## src/design/hkrt_pkg.sv

```systemverilog
// shared constants and types for the hid key report tracker
package hkrt_pkg;

	// default number of key slots in the report
	localparam int KEY_SLOTS_DEFAULT = 10;

	// usage code range of the modifier keys
	localparam logic [7:0] MOD_FIRST = 8'hE0;
	localparam logic [7:0] MOD_LAST  = 8'hE7;

	// usage code that marks an empty slot and is refused as input
	localparam logic [7:0] CODE_NONE = 8'h00;

	// request kinds
	localparam logic REQ_PRESS   = 1'b0;
	localparam logic REQ_RELEASE = 1'b1;

	// result status codes
	localparam logic STATUS_OK       = 1'b0;
	localparam logic STATUS_BAD_CODE = 1'b1;

	// one key event
	typedef struct packed {
		logic       req_type;
		logic [7:0] key_code;
	} hkrt_item_t;

endpackage

```

## src/design/hkrt_if.sv

```systemverilog
// valid/ready channel interfaces for key events and report results
interface hkrt_req_if ();
	logic       valid;
	logic       ready;
	logic       req_type;
	logic [7:0] key_code;

	modport source (output valid, output req_type, output key_code, input ready);
	modport sink (input valid, input req_type, input key_code, output ready);
endinterface

interface hkrt_res_if #(
	parameter int KEY_SLOTS = hkrt_pkg::KEY_SLOTS_DEFAULT
) ();
	logic                      valid;
	logic                      ready;
	logic                      status;
	logic [7:0]                modifier_byte;
	logic [KEY_SLOTS-1:0][7:0] report_key;

	modport source (output valid, output status, output modifier_byte,
		output report_key, input ready);
	modport sink (input valid, input status, input modifier_byte,
		input report_key, output ready);
endinterface

```

## src/design/hid_key_report_tracker_core.sv

```systemverilog
// hid keyboard report tracker: modifier byte and ordered key list per key event
//
//  channel | dir | transfer carries
//  --------+-----+------------------------------------------------------
//  req     | in  | req_type, key_code
//  res     | out | status, modifier_byte, report_key[KEY_SLOTS]
//
// one item per cycle sustained while res.ready stays high; an item taken into the
// input register moves to the result register on the next edge unless the result
// register still holds an untaken result, and its result is offered from there. the
// single slot-compare and shift update lies between the two registers. report state advances
// when an item moves into the result register, so the next item always sees it.
// reset clears the report to empty at once. a stalled result holds the item
// behind it; req.ready drops only when both registers are full and res.ready is low.
module hid_key_report_tracker_core #(
	parameter int KEY_SLOTS = hkrt_pkg::KEY_SLOTS_DEFAULT
) (
	input logic       clk,
	input logic       arst_n,
	hkrt_req_if.sink  req,
	hkrt_res_if.source res
);
	import hkrt_pkg::*;

	logic                      valid_s1;
	hkrt_item_t                item_s1;
	logic                      out_valid_q;
	logic                      advance;
	logic [7:0]                mods_q;
	logic [KEY_SLOTS-1:0][7:0] slots_q;
	logic [7:0]                mods_next;
	logic [KEY_SLOTS-1:0][7:0] slots_next;
	logic                      status_next;
	logic                      status_q;
	logic [7:0]                mod_out_q;
	logic [KEY_SLOTS-1:0][7:0] keys_out_q;
	logic                      compact_ok;

	// handshake control
	assign advance   = valid_s1 && (!out_valid_q || res.ready);
	assign req.ready = !valid_s1 || advance;

	// input register
	always_ff @(posedge clk or negedge arst_n) begin
		if (!arst_n) begin
			valid_s1 <= 1'b0;
		end else if (req.ready) begin
			valid_s1 <= req.valid;
		end
	end

	always_ff @(posedge clk) begin
		if (req.valid && req.ready) begin
			item_s1.req_type <= req.req_type;
			item_s1.key_code <= req.key_code;
		end
	end

	// event update
	hkrt_slot_update #(
		.KEY_SLOTS(KEY_SLOTS)
	) u_update (
		.item      (item_s1),
		.mods      (mods_q),
		.slots     (slots_q),
		.mods_next (mods_next),
		.slots_next(slots_next),
		.status    (status_next)
	);

	// report state and result valid
	always_ff @(posedge clk or negedge arst_n) begin
		if (!arst_n) begin
			mods_q      <= '0;
			slots_q     <= '0;
			out_valid_q <= 1'b0;
		end else begin
			if (advance) begin
				mods_q  <= mods_next;
				slots_q <= slots_next;
			end
			if (advance) begin
				out_valid_q <= 1'b1;
			end else if (res.ready) begin
				out_valid_q <= 1'b0;
			end
		end
	end

	// result payload
	always_ff @(posedge clk) begin
		if (advance) begin
			status_q   <= status_next;
			mod_out_q  <= mods_next;
			keys_out_q <= slots_next;
		end
	end

	assign res.valid         = out_valid_q;
	assign res.status        = status_q;
	assign res.modifier_byte = mod_out_q;
	assign res.report_key    = keys_out_q;

	// no empty slot below an occupied one
	always_comb begin
		compact_ok = 1'b1;
		for (int i = 1; i < KEY_SLOTS; i++) begin
			if (slots_q[i-1] == CODE_NONE && slots_q[i] != CODE_NONE) begin
				compact_ok = 1'b0;
			end
		end
	end

	// checks
	a_compact: assert property (@(posedge clk) disable iff (!arst_n) compact_ok)
		else $error("key list lost compactness");

	a_hold_state: assert property (@(posedge clk) disable iff (!arst_n)
		!advance |=> $stable(slots_q) && $stable(mods_q))
		else $error("report state moved without an item advancing");

	a_result_matches: assert property (@(posedge clk) disable iff (!arst_n)
		advance |=> res.valid && res.report_key == slots_q && res.modifier_byte == mods_q)
		else $error("result does not match report state");

	a_bad_code: assert property (@(posedge clk) disable iff (!arst_n)
		advance && item_s1.key_code == CODE_NONE |=>
		$stable(slots_q) && $stable(mods_q) && res.status == STATUS_BAD_CODE)
		else $error("invalid code changed state or status");

endmodule

```

## src/design/hkrt_slot_update.sv

```systemverilog
// next report state for one key event: modifier bits and compact key list
module hkrt_slot_update #(
	parameter int KEY_SLOTS = hkrt_pkg::KEY_SLOTS_DEFAULT
) (
	input  hkrt_pkg::hkrt_item_t       item,
	input  logic [7:0]                 mods,
	input  logic [KEY_SLOTS-1:0][7:0]  slots,
	output logic [7:0]                 mods_next,
	output logic [KEY_SLOTS-1:0][7:0]  slots_next,
	output logic                       status
);
	import hkrt_pkg::*;

	logic [KEY_SLOTS-1:0]      match;
	logic [KEY_SLOTS-1:0]      occ;
	logic [KEY_SLOTS-1:0]      first_empty;
	logic [KEY_SLOTS-1:0]      at_or_after;
	logic [KEY_SLOTS-1:0][7:0] shift_dn;
	logic                      held;
	logic                      full;
	logic                      is_mod;
	logic [7:0]                mod_bit;

	// per-slot compare against the code and occupancy
	always_comb begin
		for (int i = 0; i < KEY_SLOTS; i++) begin
			match[i] = (slots[i] == item.key_code);
			occ[i]   = (slots[i] != CODE_NONE);
		end
	end

	// list is compact, so the first empty slot sits just above the occupied run
	assign first_empty = ~occ & ((occ << 1) | KEY_SLOTS'(1));
	// slots at or above the one-hot hit; all zero when nothing matched
	assign at_or_after = ~(match - KEY_SLOTS'(1));
	assign shift_dn    = slots >> 8;
	assign held        = |match;
	assign full        = occ[KEY_SLOTS-1];
	assign is_mod      = item.key_code inside {[MOD_FIRST:MOD_LAST]};
	assign mod_bit     = 8'(1) << item.key_code[2:0];

	// apply the event
	always_comb begin
		mods_next  = mods;
		slots_next = slots;
		status     = STATUS_OK;
		if (item.key_code == CODE_NONE) begin
			status = STATUS_BAD_CODE;
		end else if (is_mod) begin
			if (item.req_type == REQ_RELEASE) begin
				mods_next = mods & ~mod_bit;
			end else begin
				mods_next = mods | mod_bit;
			end
		end else if (item.req_type == REQ_RELEASE) begin
			// drop the hit and pull the rest down one slot
			for (int i = 0; i < KEY_SLOTS; i++) begin
				if (at_or_after[i]) begin
					slots_next[i] = shift_dn[i];
				end
			end
		end else if (!held) begin
			if (full) begin
				// evict the oldest key and append at the end
				slots_next                = shift_dn;
				slots_next[KEY_SLOTS-1] = item.key_code;
			end else begin
				for (int i = 0; i < KEY_SLOTS; i++) begin
					if (first_empty[i]) begin
						slots_next[i] = item.key_code;
					end
				end
			end
		end
	end

endmodule

```

## src/flat_wrapper.sv

```systemverilog
// flat-port wrapper written by rule: the top's interface ports become plain ports
module hid_key_report_tracker_core_flat import hkrt_pkg::*;
#(
	parameter int KEY_SLOTS = hkrt_pkg::KEY_SLOTS_DEFAULT
)
  (clk, arst_n, req_valid, req_req_type, req_key_code, req_ready, res_valid, res_status, res_modifier_byte, res_report_key, res_ready);
  hkrt_req_if req_i ();
  hkrt_res_if #(.KEY_SLOTS(KEY_SLOTS)) res_i ();
  input logic clk;
  input logic arst_n;
  input wire logic [$bits(req_i.valid)-1:0] req_valid;
  input wire logic [$bits(req_i.req_type)-1:0] req_req_type;
  input wire logic [$bits(req_i.key_code)-1:0] req_key_code;
  output wire logic [$bits(req_i.ready)-1:0] req_ready;
  output wire logic [$bits(res_i.valid)-1:0] res_valid;
  output wire logic [$bits(res_i.status)-1:0] res_status;
  output wire logic [$bits(res_i.modifier_byte)-1:0] res_modifier_byte;
  output wire logic [$bits(res_i.report_key)-1:0] res_report_key;
  input wire logic [$bits(res_i.ready)-1:0] res_ready;
  assign req_i.valid = req_valid;
  assign req_i.req_type = req_req_type;
  assign req_i.key_code = req_key_code;
  assign req_ready = req_i.ready;
  assign res_valid = res_i.valid;
  assign res_status = res_i.status;
  assign res_modifier_byte = res_i.modifier_byte;
  assign res_report_key = res_i.report_key;
  assign res_i.ready = res_ready;
  hid_key_report_tracker_core #(.KEY_SLOTS(KEY_SLOTS)) u_core (.clk(clk), .arst_n(arst_n), .req(req_i), .res(res_i));
endmodule
```

## config.mk

```make
export PLATFORM = sky130hd
export DESIGN_NAME = hid_key_report_tracker_core_flat
export DESIGN_NICKNAME = d
export VERILOG_FILES = /design/src/design/hkrt_pkg.sv /design/src/design/hkrt_if.sv /design/src/design/hid_key_report_tracker_core.sv /design/src/design/hkrt_slot_update.sv /design/src/flat_wrapper.sv
export SDC_FILE = /design/constraint.sdc
export NUM_CORES = 1
export LEC_CHECK = 0
export ABC_AREA = 1
export BUFFER_PORTS_ARGS = -buffer_cell sky130_fd_sc_hd__buf_2
export CORE_MARGIN = 10
export CORE_UTILIZATION = 55
export CTS_CLUSTER_SIZE = 28
export DETAILED_ROUTE_END_ITERATION = 8
export GPL_TIMING_DRIVEN = 0
export PLACE_DENSITY_LB_ADDON = 0.08
export SKIP_LAST_GASP = 1
export SYNTH_ARGS = -nofsm -noshare
export SYNTH_HDL_FRONTEND = slang
export SYNTH_SLANG_ARGS = --single-unit
export TNS_END_PERCENT = 20
```

## constraint.sdc

```tcl
create_clock -name clk -period 3.4 [get_ports clk]
set_input_delay 0.34 -clock clk [delete_from_list [all_inputs] [get_ports clk]]
set_output_delay 0.34 -clock clk [all_outputs]
set_load 0.01 [all_outputs]
```

==> results of run 1 <==
## cell type report
class	instances	area, µm²	share of cell area (%)
multi-input combinational	1499	6950	46.1
buffer	112	629	4.17
inverter	187	713	4.73
clock inverter	15	175	1.16
timing repair buffer	106	583	3.87
clock buffer	17	425	2.82
tap	324	405	2.69
sequential	188	5190	34.5
## what timing repair did
| action | in CTS | in global routing |
|---|---|---|
| setup buffers | 0 | 0 |
| setup endpoints to repair | 0 | 8 |
| hold buffers | 1 | 0 |
| resized for setup | 0 | 3 |
| endpoints found under the hold margin | 41 | 0 |
## state kept, by name, summed over array words and instances (netlist names)
register	count
u_core.valid_s1	1
u_core.res.valid	1
u_core.slots_q	80
u_core.res.modifier_byte	8
u_core.res.report_key	80
u_core.item_s1	9
u_core.mods_q	8
u_core.res.status	1
## power by group
| part | switching, mW | internal, mW | total (mW) |
|---|---|---|---|
| Sequential | 0.665 | 3.34 | 4.00 |
| Clock | 1.06 | 1.05 | 2.11 |
| Combinational | 4.19 | 2.03 | 6.22 |
| Total | 5.92 | 6.42 | 12.3 |
## kinds of logic after synthesis
kind of cell	Yosys count	share of synthesized area, %
buf+inv	299	9.90
xor+xnor	42	2.73
compound gates	291	11.8
simple gates	1164	36.8
fa+ha+maj	2	0.186
flops	188	38.5
## routing by layer
layer	vias up	global-route usage, %	wire [µm]
met5	-	0	0
met4	0	14.1	2290
met3	169	6.39	5780
met2	959	49.6	22400
met1	6642	42.4	20000
li1	6695	-	-
## synthesized netlist by cell type, types with 10 or more instances
cell	count
nand4_1	37
nor2_1	115
buf_1	11
nand2_2	13
buf_6	18
nand2_1	761
dfrtp_1	90
o211ai_1	10
o21ai_1	36
nand3_1	200
a21boi_1	28
clkbuf_1	49
a21oi_1	69
xnor2_1	42
a31oi_1	18
inv_1	173
o21ai_0	121
edfxtp_1	98
buf_2	24
## how the worst min path moves through the flow
stage / start / endpoint / slack [ns] / cells past startpoint
floorplan: arst_n / u_core.mods_q[0]$_DFFE_PN0P_ / 0.04 / 0
global placement: u_core.mods_q[1]$_DFFE_PN0P_ / u_core.mods_q[1]$_DFFE_PN0P_ / 0.46 / 2
detailed placement: arst_n / u_core.slots_q[52]$_DFFE_PN0P_ / 0.40 / 1
CTS: req_key_code[0] / u_core.item_s1[0]$_DFFE_PP_ / 0.05 / 1
global route: req_key_code[5] / u_core.item_s1[5]$_DFFE_PP_ / 0.04 / 1
finish: req_key_code[4] / u_core.item_s1[4]$_DFFE_PP_ / 0.05 / 1
## metrics by stage
step	util, %	cells	instance area [µm²]	power [mW]
after global placement	59.4	2413	14400	9.94
final	62.2	2448	15100	12.3
after floorplan	-	1986	13500	8.13
after CTS	62.2	2448	15100	12.2
after detailed placement	59.6	2415	14500	10.0
after global routing	62.2	2448	15100	13.2
==> flow_summary_export.csv, run 1 <==
group,metric,value,unit
global_routing,grt_pass1_vias,13400,
layout,mostFrequentLayoutCells,"nand2_1, nand3_1, inv_1, buf_2, o21ai_0",
clocking,cts_tree,"done",
layout,fill_cells,2309,
global_routing,grt_pass1_wl,77.1,mm
sta,worst_pin_slew,0.967,ns
setup_path,crit_fanout,10,
setup_path,critical_path_depth,9,
logic_synthesis,synth.net_count,2001,
sta,worst_slack,0.0594,ns
layout,antenna_cells,0,
clocking,clockRootBuffer,"clkbuf_16",
clocking,clock-sinks,188,
layout,drive_gt1_share,11.4,%
detailed_routing,dr.first_iter.drc_count,2028,
pwr,vdd_drop_max,0.384,mV
sta,tns,0,ns
run_status,status,"finished clean",
setup_path,cp_cell_sequence,"buf_4, clkinvlp_4, nand4_1, nor2_1, nor2_4, clkbuf_1, buf_1, nand3_1, and2_1",
setup_path,worst_r2r_path_depth,9,
floorplanning,num_rows,57,
clocking,clk_latency,0.46,ns
sta,slew_viol_final,0,
setup_path,r2r_start,"u_core.item_s1[4]$_DFFE_PP_",
sta,setup_viol,0,
sta,slew-limit-headroom,35.6,%
logic_synthesis,ys_types,44,
sta,period_needed,3.34,ns
floorplanning,io_pins,104,
global_routing,grt-ovfl-total,0,
logic_synthesis,syn_area,13500,µm²
setup_path,critPathTopFamily,"buffers and inverters",
logic_synthesis,synth_async_sr_flop_share,47.9,%
logic_synthesis,synth-edff-count,98,
clocking,clockBufferDepth,2,
floorplanning,design.core.area,24200,µm²
setup_path,worst_setup_path_end_kind,"flop",
setup_path,arrival,3.55,ns
setup_path,critPathMaxStageDelay,0.59,ns
setup_path,start_kind,"flop",
setup_path,endpoint,"u_core.res.report_key[26]$_DFFE_PP_",
sta,holdWs,0.0468,ns
setup_path,setup.worst_path.start,"u_core.item_s1[4]$_DFFE_PP_",
detailed_routing,dr_total_vias,14500,
logic_synthesis,ys_warn_count,0,
setup_path,reg2reg_slack,0.06,ns
detailed_routing,dr.pass1.iters,9,
pwr,power_leakage,7.55,nW
logic_synthesis,yosysTopAreaCell,"edfxtp_1",
logic_synthesis,yosys-top-cells-area,"edfxtp_1, nand2_1, dfrtp_1, nand3_1, inv_1",
logic_synthesis,ys_ff_latch,188,
floorplanning,dieHeight,177,µm
run,cap_violations,0,
layout,syn_to_final_growth,11.8,%
placed_design,dp_slack,0.159,ns
logic_synthesis,synth_top_area_share,21.8,%
clocking,htreeDepth,4,
floorplanning,initial_core_util,55.6,%
sta,skew,0.0221,ns
setup_path,r2r-end,"u_core.res.report_key[26]$_DFFE_PP_",
global_routing,track_usage,31.9,%
placed_design,portBuffers,103,
global_routing,grt_max_degree,79,
setup_path,cp_num_buf_inv,4,
detailed_routing,drc,0,
detailed_routing,ant_nets,0,
sta,grt_setup_unrepaired,"true",
sta,post-route-period-util,98.3,%
layout,nNetsFinal,2126,
setup_path,cp_data_required_time,3.61,ns
logic_synthesis,syn_avg_cell_area,6.79,µm²
clocking,cts_buffers,17,
setup_path,crit_type,"flop to flop",
logic_synthesis,syn_inst,1986,
floorplanning,die-area,31200,µm²
detailed_routing,finalWirelength,50.4,mm
clocking,clk_pin_slew,0.09,ns
logic_synthesis,seq_area_frac_synth,38.5,%
floorplanning,die_w,177,µm
global_routing,antenna_found_initial,0,
logic_synthesis,dominantRegCellSynth,"edfxtp_1",
sta,hold_violations,0,
placed_design,dp_hpwl,36.2,mm
pwr,pwr_density_cell,818,nW/µm²
placed_design,gp_congestion,0.996,
sta,fmax,0.299,GHz
layout,final_common_cell,"nand2_1",
detailed_routing,viasPerCell,5.91,
setup_path,slowest_stage,"buf_1",
detailed_routing,post_drt_wl_per_cell,20.6,µm
min_path,min_path_type,"input pin to flop",
Note: power is estimated with default switching activity, not from simulation.
==> run 2, diff against run 1 <==
--- a/config.mk
+++ b/config.mk
@@ -12,7 +12,9 @@
 export CTS_CLUSTER_SIZE = 28
 export DETAILED_ROUTE_END_ITERATION = 8
 export GPL_TIMING_DRIVEN = 0
+export HOLD_SLACK_MARGIN = 0.15
 export PLACE_DENSITY_LB_ADDON = 0.08
+export SKIP_CTS_REPAIR_TIMING = 1
 export SKIP_LAST_GASP = 1
 export SYNTH_ARGS = -nofsm -noshare
 export SYNTH_HDL_FRONTEND = slang
==> run 2 against run 1 <==
Via count grew 0.12%. First-iteration DRC count shrank 0.15%. Design area up 0.66%. Largest power group unchanged. Highest routed layer unchanged.
==> flow_summary_export.csv, run 2 (synthesis gave the netlist of run 1 again) <==
group,metric,value,unit
run_status,status,"finished clean",
floorplanning,die_w,177,µm
clocking,cts_buffers,17,
placed_design,dp_hpwl,36.2,mm
sta,fmax,0.298,GHz
floorplanning,num_rows,57,
sta,setup_viol,0,
detailed_routing,dr.first_iter.drc_count,2025,
detailed_routing,drc,0,
detailed_routing,viasPerCell,5.89,
clocking,clockBufferDepth,2,
clocking,clock-sinks,188,
sta,post-route-period-util,98.9,%
layout,nNetsFinal,2136,
clocking,clk_pin_slew,0.08,ns
layout,final_common_cell,"nand2_1",
clocking,cts_tree,"done",
sta,hold_violations,0,
detailed_routing,finalWirelength,50.6,mm
sta,grt_setup_unrepaired,"true",
floorplanning,initial_core_util,55.6,%
placed_design,gp_congestion,0.996,
global_routing,grt-ovfl-total,0,
floorplanning,die-area,31200,µm²
global_routing,grt_max_degree,79,
layout,syn_to_final_growth,12.6,%
pwr,power_leakage,7.59,nW
floorplanning,io_pins,104,
detailed_routing,post_drt_wl_per_cell,20.6,µm
setup_path,crit_type,"flop to flop",
setup_path,start_kind,"flop",
layout,drive_gt1_share,11.3,%
layout,post-route-util,62.6,%
detailed_routing,dr.pass1.iters,9,
detailed_routing,ant_nets,0,
sta,worst_pin_slew,0.980,ns
run,cap_violations,0,
sta,skew,0.0193,ns
clocking,clockRootBuffer,"clkbuf_16",
pwr,vdd_drop_max,0.385,mV
floorplanning,dieHeight,177,µm
setup_path,crit_fanout,11,
setup_path,arrival,3.56,ns
setup_path,cp_data_required_time,3.60,ns
global_routing,track_usage,31.9,%
sta,period_needed,3.36,ns
clocking,clk_latency,0.46,ns
global_routing,antenna_found_initial,0,
global_routing,grt_pass1_vias,13400,
placed_design,portBuffers,103,
layout,mostFrequentLayoutCells,"nand2_1, nand3_1, inv_1, buf_2, o21ai_0",
sta,slew_viol_final,0,
setup_path,worst_setup_path_end_kind,"flop",
sta,tns,0,ns
pwr,pwr_density_cell,814,nW/µm²
global_routing,grt_pass1_wl,77.0,mm
sta,slew-limit-headroom,34.6,%
min_path,min_path_type,"input pin to flop",
detailed_routing,dr_total_vias,14500,
clocking,htreeDepth,4,
floorplanning,design.core.area,24200,µm²
layout,antenna_cells,0,
-- run 2: changes by cell type in the layout (fill, tap and decap cells not counted) --
cell	before	now
dlygate4sd3_1	1	11
-- run 2: per-stage QoR --
step | instance area (µm²) | hold slack, ns | power, mW | instances | worst slack [ns]
after CTS | 15100 | -0.0770 | 12.2 | 2447 | 0.135
after global placement | 14400 | 0.463 | 9.94 | 2413 | -0.127
after detailed placement | 14500 | 0.395 | 10.0 | 2415 | 0.159
after global routing | 15200 | 0.190 | 13.2 | 2458 | -0.0554
final | 15200 | 0.172 | 12.3 | 2458 | 0.0390
after floorplan | 13500 | 0.0444 | 8.13 | 1986 | 0.868
-- run 2: layout make-up --
type                       instances  area (µm²)
buffer                           112         629
clock buffer                      17         425
clock inverter                    15         175
fill                            2299        9070
inverter                         187         713
multi-input combinational       1499        6950
sequential                       188        5190
tap                              324         405
timing repair buffer             116         683
-- run 2: routing by layer --
layer  vias up  global-route usage, %  wire length (µm)
met4         0                   14.1              2230
met2       940                   49.6             22500
met5         -                      0                 0
met1      6675                   42.4             20200
met3       152                   6.39              5680
li1       6715                      -                 -
-- run 2: report_power, final --
| group | leakage, nW | switching, mW | total [mW] | internal, mW |
|---|---|---|---|---|
| registers | 2.16 | 0.668 | 4.00 | 3.34 |
| clock network | 0.297 | 1.05 | 2.10 | 1.05 |
| logic | 5.13 | 4.21 | 6.24 | 2.04 |
| total | 7.59 | 5.92 | 12.3 | 6.42 |
-- run 2: worst paths after layout --
| kind | from | to | cells after the start | slack (ns) |
|---|---|---|---|---|
| setup reg to reg | u_core.item_s1[4]$_DFFE_PP_ | u_core.res.report_key[26]$_DFFE_PP_ | 16 | 0.04 |
| setup / recovery | u_core.item_s1[4]$_DFFE_PP_ | u_core.res.report_key[26]$_DFFE_PP_ | 16 | 0.04 |
| hold reg to reg | u_core.mods_q[5]$_DFFE_PN0P_ | u_core.mods_q[5]$_DFFE_PN0P_ | 2 | 0.49 |
| max in group asynchronous | arst_n | u_core.slots_q[12]$_DFFE_PN0P_ | 3 | 2.22 |
| min in group asynchronous | arst_n | u_core.slots_q[52]$_DFFE_PN0P_ | 2 | 0.45 |
| hold / removal | res_ready | u_core.res.valid$_DFFE_PN0P_ | 4 | 0.17 |
-- run 2: critical path, cell delays in order (launching register included) --
cell        delay, ns
edfxtp_1         0.33
buf_4            0.23
clkinvlp_4       0.39
nand2_1          0.15
nand2_1          0.05
nor2_1           0.19
nand4_2          0.33
ha_1             0.34
nand3_4          0.12
nor2_8           0.05
nand2_8          0.09
buf_8            0.17
buf_6            0.16
nand2_1          0.06
nand3_1          0.09
nand3_1          0.08
and2_1           0.24
